File: config.mk
export PLATFORM = sky130hd
export DESIGN_NAME = byte_lifo_stack_top
export DESIGN_NICKNAME = d
export VERILOG_FILES = /design/src/rtl/bls_pkg.sv /design/src/rtl/byte_lifo_stack_top.sv /design/src/rtl/bls_mem.sv /design/src/rtl/bls_ctrl.sv
export SDC_FILE = /design/constraint.sdc
export NUM_CORES = 1
export LEC_CHECK = 0
export ABC_AREA = 0
export BUFFER_PORTS_ARGS = -buffer_cell sky130_fd_sc_hd__buf_2
export CORE_MARGIN = 4
export CORE_UTILIZATION = 65
export DETAILED_ROUTE_END_ITERATION = 6
export PLACE_DENSITY = 0.95
export SYNTH_ARGS = -nofsm -noshare
export SYNTH_HDL_FRONTEND = slang
export SYNTH_SLANG_ARGS = --single-unit
export TNS_END_PERCENT = 50
File: constraint.sdc
create_clock -name aclk -period 9.6 [get_ports aclk]
set_input_delay 1.92 -clock aclk [delete_from_list [all_inputs] [get_ports aclk]]
set_output_delay 1.92 -clock aclk [all_outputs]
set_load 0.02 [all_outputs]
File: src/rtl/bls_pkg.sv
// ----------------------------------------------------------------------------
// bls_pkg
// types and constants shared by the byte lifo stack
// ----------------------------------------------------------------------------
package bls_pkg;

    localparam int STACK_DEPTH = 16;
    localparam int DATA_W      = 8;
    localparam int ADDR_W      = $clog2(STACK_DEPTH);
    localparam int CNT_W       = 5;
    localparam int POS_W       = 5;
    localparam int CMD_W       = 2;
    localparam int STATUS_W    = 2;

    typedef enum logic [CMD_W-1:0] {
        CMD_PUSH   = 2'd0,
        CMD_POP    = 2'd1,
        CMD_PEEK   = 2'd2,
        CMD_CHANGE = 2'd3
    } cmd_t;

    typedef enum logic [STATUS_W-1:0] {
        STATUS_OK     = 2'd0,
        STATUS_FULL   = 2'd1,
        STATUS_EMPTY  = 2'd2,
        STATUS_BADPOS = 2'd3
    } status_t;

    // request from the control to the storage
    typedef struct packed {
        logic              we;
        logic [ADDR_W-1:0] waddr;
        logic [DATA_W-1:0] wdata;
        logic              re;
        logic [ADDR_W-1:0] raddr;
    } mem_req_t;

    // result of one word, data still to come from the storage
    typedef struct packed {
        status_t          status;
        logic [CNT_W-1:0] count;
        logic             use_mem;
    } res_t;

endpackage

File: src/rtl/byte_lifo_stack_top.sv
// ----------------------------------------------------------------------------
// byte_lifo_stack_top
// byte-wide lifo stack with push, pop, peek and change by position
// ----------------------------------------------------------------------------
//  channel   ports        direction   carries
//  s_        valid/ready  in          command, item, position
//  m_        valid/ready  out         data, status, fill_count, full/empty flag
//
//  one word accepted per cycle while s_ready is high; its result passes through
//  the result stage, which waits on the registered read port of the storage, and the output
//  register; count is updated at acceptance so back-to-back words see it
//  synchronous active-low reset empties the stack, storage is not cleared
//  a stalled output holds the result stage, and s_ready drops once both are full
// ----------------------------------------------------------------------------
module byte_lifo_stack_top (
    input  logic                               aclk,
    input  logic                               aresetn,
    input  logic                               s_valid,
    output logic                               s_ready,
    input  logic [bls_pkg::CMD_W-1:0]          s_command,
    input  logic [bls_pkg::DATA_W-1:0]         s_item,
    input  logic [bls_pkg::POS_W-1:0]          s_position,
    output logic                               m_valid,
    input  logic                               m_ready,
    output logic [bls_pkg::DATA_W-1:0]         m_data,
    output logic [bls_pkg::STATUS_W-1:0]       m_status,
    output logic [bls_pkg::CNT_W-1:0]          m_fill_count,
    output logic                               m_full_flag,
    output logic                               m_empty_flag
);

    localparam logic [bls_pkg::CNT_W-1:0] FULL_CNT = bls_pkg::CNT_W'(bls_pkg::STACK_DEPTH);

    bls_pkg::mem_req_t          req;
    bls_pkg::res_t              res;
    logic [bls_pkg::DATA_W-1:0] rd_data;

    logic                          accept;
    logic                          out_free;
    logic                          p_valid_reg;
    bls_pkg::res_t                 p_res_reg;
    logic                          m_valid_reg;
    logic [bls_pkg::DATA_W-1:0]    m_data_reg;
    logic [bls_pkg::STATUS_W-1:0]  m_status_reg;
    logic [bls_pkg::CNT_W-1:0]     m_fill_count_reg;
    logic                          m_full_reg;
    logic                          m_empty_reg;

    assign out_free = !m_valid_reg || m_ready;
    assign s_ready  = !p_valid_reg || out_free;
    assign accept   = s_valid && s_ready;

    bls_ctrl u_ctrl (
        .aclk     (aclk),
        .aresetn  (aresetn),
        .accept   (accept),
        .command  (s_command),
        .item     (s_item),
        .position (s_position),
        .req      (req),
        .res      (res)
    );

    bls_mem u_mem (
        .aclk    (aclk),
        .req     (req),
        .rd_data (rd_data)
    );

    // result stage waits for the registered storage read
    always_ff @(posedge aclk) begin
        if (!aresetn) begin
            p_valid_reg <= 1'b0;
        end else if (accept) begin
            p_valid_reg <= 1'b1;
        end else if (out_free) begin
            p_valid_reg <= 1'b0;
        end
    end

    always_ff @(posedge aclk) begin
        if (accept) begin
            p_res_reg <= res;
        end
    end

    always_ff @(posedge aclk) begin
        if (!aresetn) begin
            m_valid_reg <= 1'b0;
        end else if (out_free) begin
            m_valid_reg <= p_valid_reg;
        end
    end

    always_ff @(posedge aclk) begin
        if (out_free && p_valid_reg) begin
            m_data_reg       <= p_res_reg.use_mem ? rd_data : '0;
            m_status_reg     <= p_res_reg.status;
            m_fill_count_reg <= p_res_reg.count;
            m_full_reg       <= (p_res_reg.count == FULL_CNT);
            m_empty_reg      <= (p_res_reg.count == '0);
        end
    end

    assign m_valid      = m_valid_reg;
    assign m_data       = m_data_reg;
    assign m_status     = m_status_reg;
    assign m_fill_count = m_fill_count_reg;
    assign m_full_flag  = m_full_reg;
    assign m_empty_flag = m_empty_reg;

endmodule

File: src/rtl/bls_mem.sv
// ----------------------------------------------------------------------------
// bls_mem
// stack storage, one write port and one registered read port
// ----------------------------------------------------------------------------
module bls_mem (
    input  logic                             aclk,
    input  bls_pkg::mem_req_t                req,
    output logic [bls_pkg::DATA_W-1:0]       rd_data
);

    logic [bls_pkg::DATA_W-1:0] mem_array [bls_pkg::STACK_DEPTH];
    logic [bls_pkg::DATA_W-1:0] rd_data_reg;

    always_ff @(posedge aclk) begin
        if (req.we) begin
            mem_array[req.waddr] <= req.wdata;
        end
    end

    always_ff @(posedge aclk) begin
        if (req.re) begin
            rd_data_reg <= mem_array[req.raddr];
        end
    end

    assign rd_data = rd_data_reg;

endmodule

File: src/rtl/bls_ctrl.sv
// ----------------------------------------------------------------------------
// bls_ctrl
// command decode, fill count and storage access
// ----------------------------------------------------------------------------
module bls_ctrl (
    input  logic                            aclk,
    input  logic                            aresetn,
    input  logic                            accept,
    input  logic [bls_pkg::CMD_W-1:0]       command,
    input  logic [bls_pkg::DATA_W-1:0]      item,
    input  logic [bls_pkg::POS_W-1:0]       position,
    output bls_pkg::mem_req_t               req,
    output bls_pkg::res_t                   res
);

    localparam logic [bls_pkg::CNT_W-1:0] FULL_CNT = bls_pkg::CNT_W'(bls_pkg::STACK_DEPTH);
    localparam logic [bls_pkg::CNT_W-1:0] CNT_ONE  = bls_pkg::CNT_W'(1);
    localparam logic [bls_pkg::POS_W-1:0] POS_ONE  = bls_pkg::POS_W'(1);

    logic [bls_pkg::CNT_W-1:0] count_reg;
    logic [bls_pkg::CNT_W-1:0] count_next;
    logic [bls_pkg::CNT_W-1:0] count_dec;
    logic [bls_pkg::POS_W-1:0] pos_dec;
    logic                      is_full;
    logic                      stack_empty;
    logic                      pos_ok;

    assign is_full     = (count_reg == FULL_CNT);
    assign stack_empty = (count_reg == '0);
    assign count_dec   = count_reg - CNT_ONE;
    assign pos_dec     = position - POS_ONE;
    assign pos_ok      = (position != '0) && (bls_pkg::CNT_W'(position) <= count_reg);

    always_comb begin
        req         = '0;
        req.wdata   = item;
        res.status  = bls_pkg::STATUS_OK;
        res.use_mem = 1'b0;
        count_next  = count_reg;
        case (bls_pkg::cmd_t'(command))
            bls_pkg::CMD_PUSH: begin
                if (is_full) begin
                    res.status = bls_pkg::STATUS_FULL;
                end else begin
                    req.we     = accept;
                    req.waddr  = count_reg[bls_pkg::ADDR_W-1:0];
                    count_next = count_reg + CNT_ONE;
                end
            end
            bls_pkg::CMD_POP, bls_pkg::CMD_PEEK: begin
                if (stack_empty) begin
                    res.status = bls_pkg::STATUS_EMPTY;
                end else begin
                    req.re      = accept;
                    req.raddr   = count_dec[bls_pkg::ADDR_W-1:0];
                    res.use_mem = 1'b1;
                    if (bls_pkg::cmd_t'(command) == bls_pkg::CMD_POP) begin
                        count_next = count_dec;
                    end
                end
            end
            bls_pkg::CMD_CHANGE: begin
                if (pos_ok) begin
                    req.we    = accept;
                    req.waddr = pos_dec[bls_pkg::ADDR_W-1:0];
                end else begin
                    res.status = bls_pkg::STATUS_BADPOS;
                end
            end
            default: begin
                res.status = bls_pkg::STATUS_BADPOS;
            end
        endcase
        res.count = count_next;
    end

    always_ff @(posedge aclk) begin
        if (!aresetn) begin
            count_reg <= '0;
        end else if (accept) begin
            count_reg <= count_next;
        end
    end

endmodule

==> qor.csv <==
metric,value,unit
run status,"complete, but fails checks",
failing checks,DRC,
Row Count,37,
R2R setup slack,4.78,ns
number of flip-flops in the largest register,128,
routability cong.,1.07,
Worst Max-Slew Pin Slew,1.34,ns
Mapped Cells,544,
XOR/XNOR share of the synthesized area,0.246,%
die height,113,um
"EDFF count, synth",161,
DRT iter0 DRCs,860,
sequential-to-total area share from yosys stat,69.8,%
Clock Sink Count,168,
Slew HR,10.2,%
largest family of logic cells by synthesized area,simple AND/OR/NAND/NOR gates,
r2r endpoint,u_mem.rd_data[7],
drt drc,3,
"Avg Cell Area, Syn",13.1,sq um
Arrival @ worst endpoint,5.11,ns
Layout fillers,565,
Synth-to-Final Area Change,11.6,%
Crit Path Class,register to register,
routed vias,4986,
first-pass iteration count of the detailed router,7,
complex-gate fraction of the synthesized area,8.69,%
RSZ-0062 raised after global routing,no,
Inserted Clock Buffers,17,
Multi-input gate area,1960,sq um
post-cts repair resize count,0,
crit path to,u_mem.rd_data[7],
Clock Tree Root,clkbuf_8,
min-delay worst type,register to register,
leakage power,2.75,nW
CP Max Fanout,56,
Worst Hold Margin,0.420,ns
GR Util All Layers,28.2,%
worst clock skew,0.0114,ns
"commonest cells after routing, fill and taps aside","edfxtp_1 (161), nand2_1 (86), nand3_1 (37), buf_2 (37), nor2_1 (36)",
required time of the critical path,9.89,ns
htree depth,4,
vias per cell,6.89,
Initial Util,67.9,%
Final Max Tran Viols,0,
Core Box Area,10500,sq um
"antenna viol nets, final",0,
# IOs,38,
CTS tree,done,
Total Power,1.67,mW
Power Dens Cells,210,nW/um^2
worst-skew pair later-pin latency,0.54,ns
crit path launch type,register,
CTS max path bufs,2,
post-DP HPWL,10600,um
"leading cell type in the layout, fill and taps excluded",edfxtp_1,
Max Cap Viol,0,
Clock transition at path regs,0.07,ns
syn_nets,576,
"Core Util, Final",75.7,%
port buffer count,37,
first-pass GRT wire length,27000,um
setup bufs post-CTS,0,
clock period minus worst slack,4.82,ns
# hold bufs at CTS,0,
mux cell area share after synthesis,1.54,%
layout cells sized above 1,13.1,%
initial antenna violation count,0,
chip width,113,um
setup TNS,0,ns
number of global-route vias before repair,4771,
NumNets Final,607,
final setup violation count,0,
Storage cell area,4970,sq um
synth warn,0,
worst r2r src,u_ctrl.count_reg[0],
pre-CTS WS,4.33,ns
post-synthesis async set-or-reset flop share,0,%
synthesis-stage register bit count,168,
largest net degree at the start of global routing,57,
dominant synthesized flop cell,edfxtp_1,
drt wl/cell,23.8,um
Worst VDD drop,114,uV
fin crit share,50.2,%
simple-gate portion of the synthesized area,14.6,%
Worst setup EP type,register,
Worst setup startpoint,u_ctrl.count_reg[0],
area of the mapped netlist,7130,sq um
Max Freq,207,MHz
grt total ovfl,0,
Unique masters post-synth,51,
setup ws final,4.78,ns
diode count,0,
die area,12700,sq um
largest register by flop count,u_mem.mem_array,
Fin. Hold Viols,0,
min-delay src,p_res_reg[6],
post-synthesis adder-cell area fraction,2.28,%
WL final,17200,um
R2R depth,8,
## per-stage QoR
stage / instances / area [sq um]
4_1_cts: 724 / 7960
3_3_place_gp: 692 / 7370
2_1_floorplan: 544 / 7130
6_report: 724 / 7960
3_5_place_dp: 692 / 7370
5_1_grt: 724 / 7960
## worst min-delay path by stage
stage                             end  slack [ns]  depth (start not counted)
after detailed placement  m_status[0]        0.41                          0
final                     m_status[0]        0.42                          0
after global routing      m_status[1]        0.44                          0
after CTS                 m_status[0]        0.42                          0
after floorplan           m_status[0]        0.40                          0
after global placement    m_status[1]        0.40                          0
## power breakdown
| group | leakage (nW) | total [mW] | switching (mW) | internal, mW |
|---|---|---|---|---|
| Clock | 0.282 | 0.681 | 0.283 | 0.398 |
| Combinational | 0.941 | 0.158 | 0.109 | 0.0495 |
| Sequential | 1.53 | 0.830 | 0.00968 | 0.820 |
| Total | 2.75 | 1.67 | 0.401 | 1.27 |
## cell families after synthesis
logic type / count (synthesis)
multiplexers: 11
adder cells (fa/ha/maj): 13
buffers and inverters: 43
XOR/XNOR: 2
flip-flops: 168
AO/OA/AOI/OAI: 89
AND/OR/NAND/NOR: 218
## synthesized netlist by cell type, types with 6 or more instances
library cell,instances,area (sq um)
dfxtp_1,7,140
o22ai_1,19,119
o21ai_0,11,55.1
inv_1,13,48.8
and3_1,7,43.8
and2_1,10,62.6
nor2_1,36,135
a32oi_1,7,61.3
a21oi_1,14,70.1
mux2i_1,11,110
nor3_1,7,35.0
o211ai_1,10,75.1
ha_1,13,163
o2111ai_1,6,52.6
edfxtp_1,161,4830
nand2_1,86,323
clkbuf_1,15,56.3
nand2b_1,12,75.1
nand3_1,38,190
buf_2,8,40.0
nand4_1,6,37.5
## per-layer routing
metal,global-route usage [%],vias to the layer above,share of wire (%)
met4,12.8,0,5.0
met5,0,-,0
met1,38.2,2319,35
met3,6.31,90,13
li1,-,2119,-
met2,44.1,458,47
## critical path: stages, from the launching register on
cell and delay, ns:
dfxtp_1 0.98, inv_1 0.75, ha_1 0.55, or4b_4 0.26, nand3_2 0.86, o2111ai_1 0.65, o211ai_1 0.22, nand4_1 0.20
nand2_1 0.06
## layout make-up
cell class	instances	area share, %
clock buffers	18	5.25
clock inverters	14	2.14
inverters	13	0.613
multi-input cells	333	24.6
flip-flops and latches	168	62.5
well taps	136	2.14
repair buffers	42	2.80
Power figures use the tool's default switching activity.
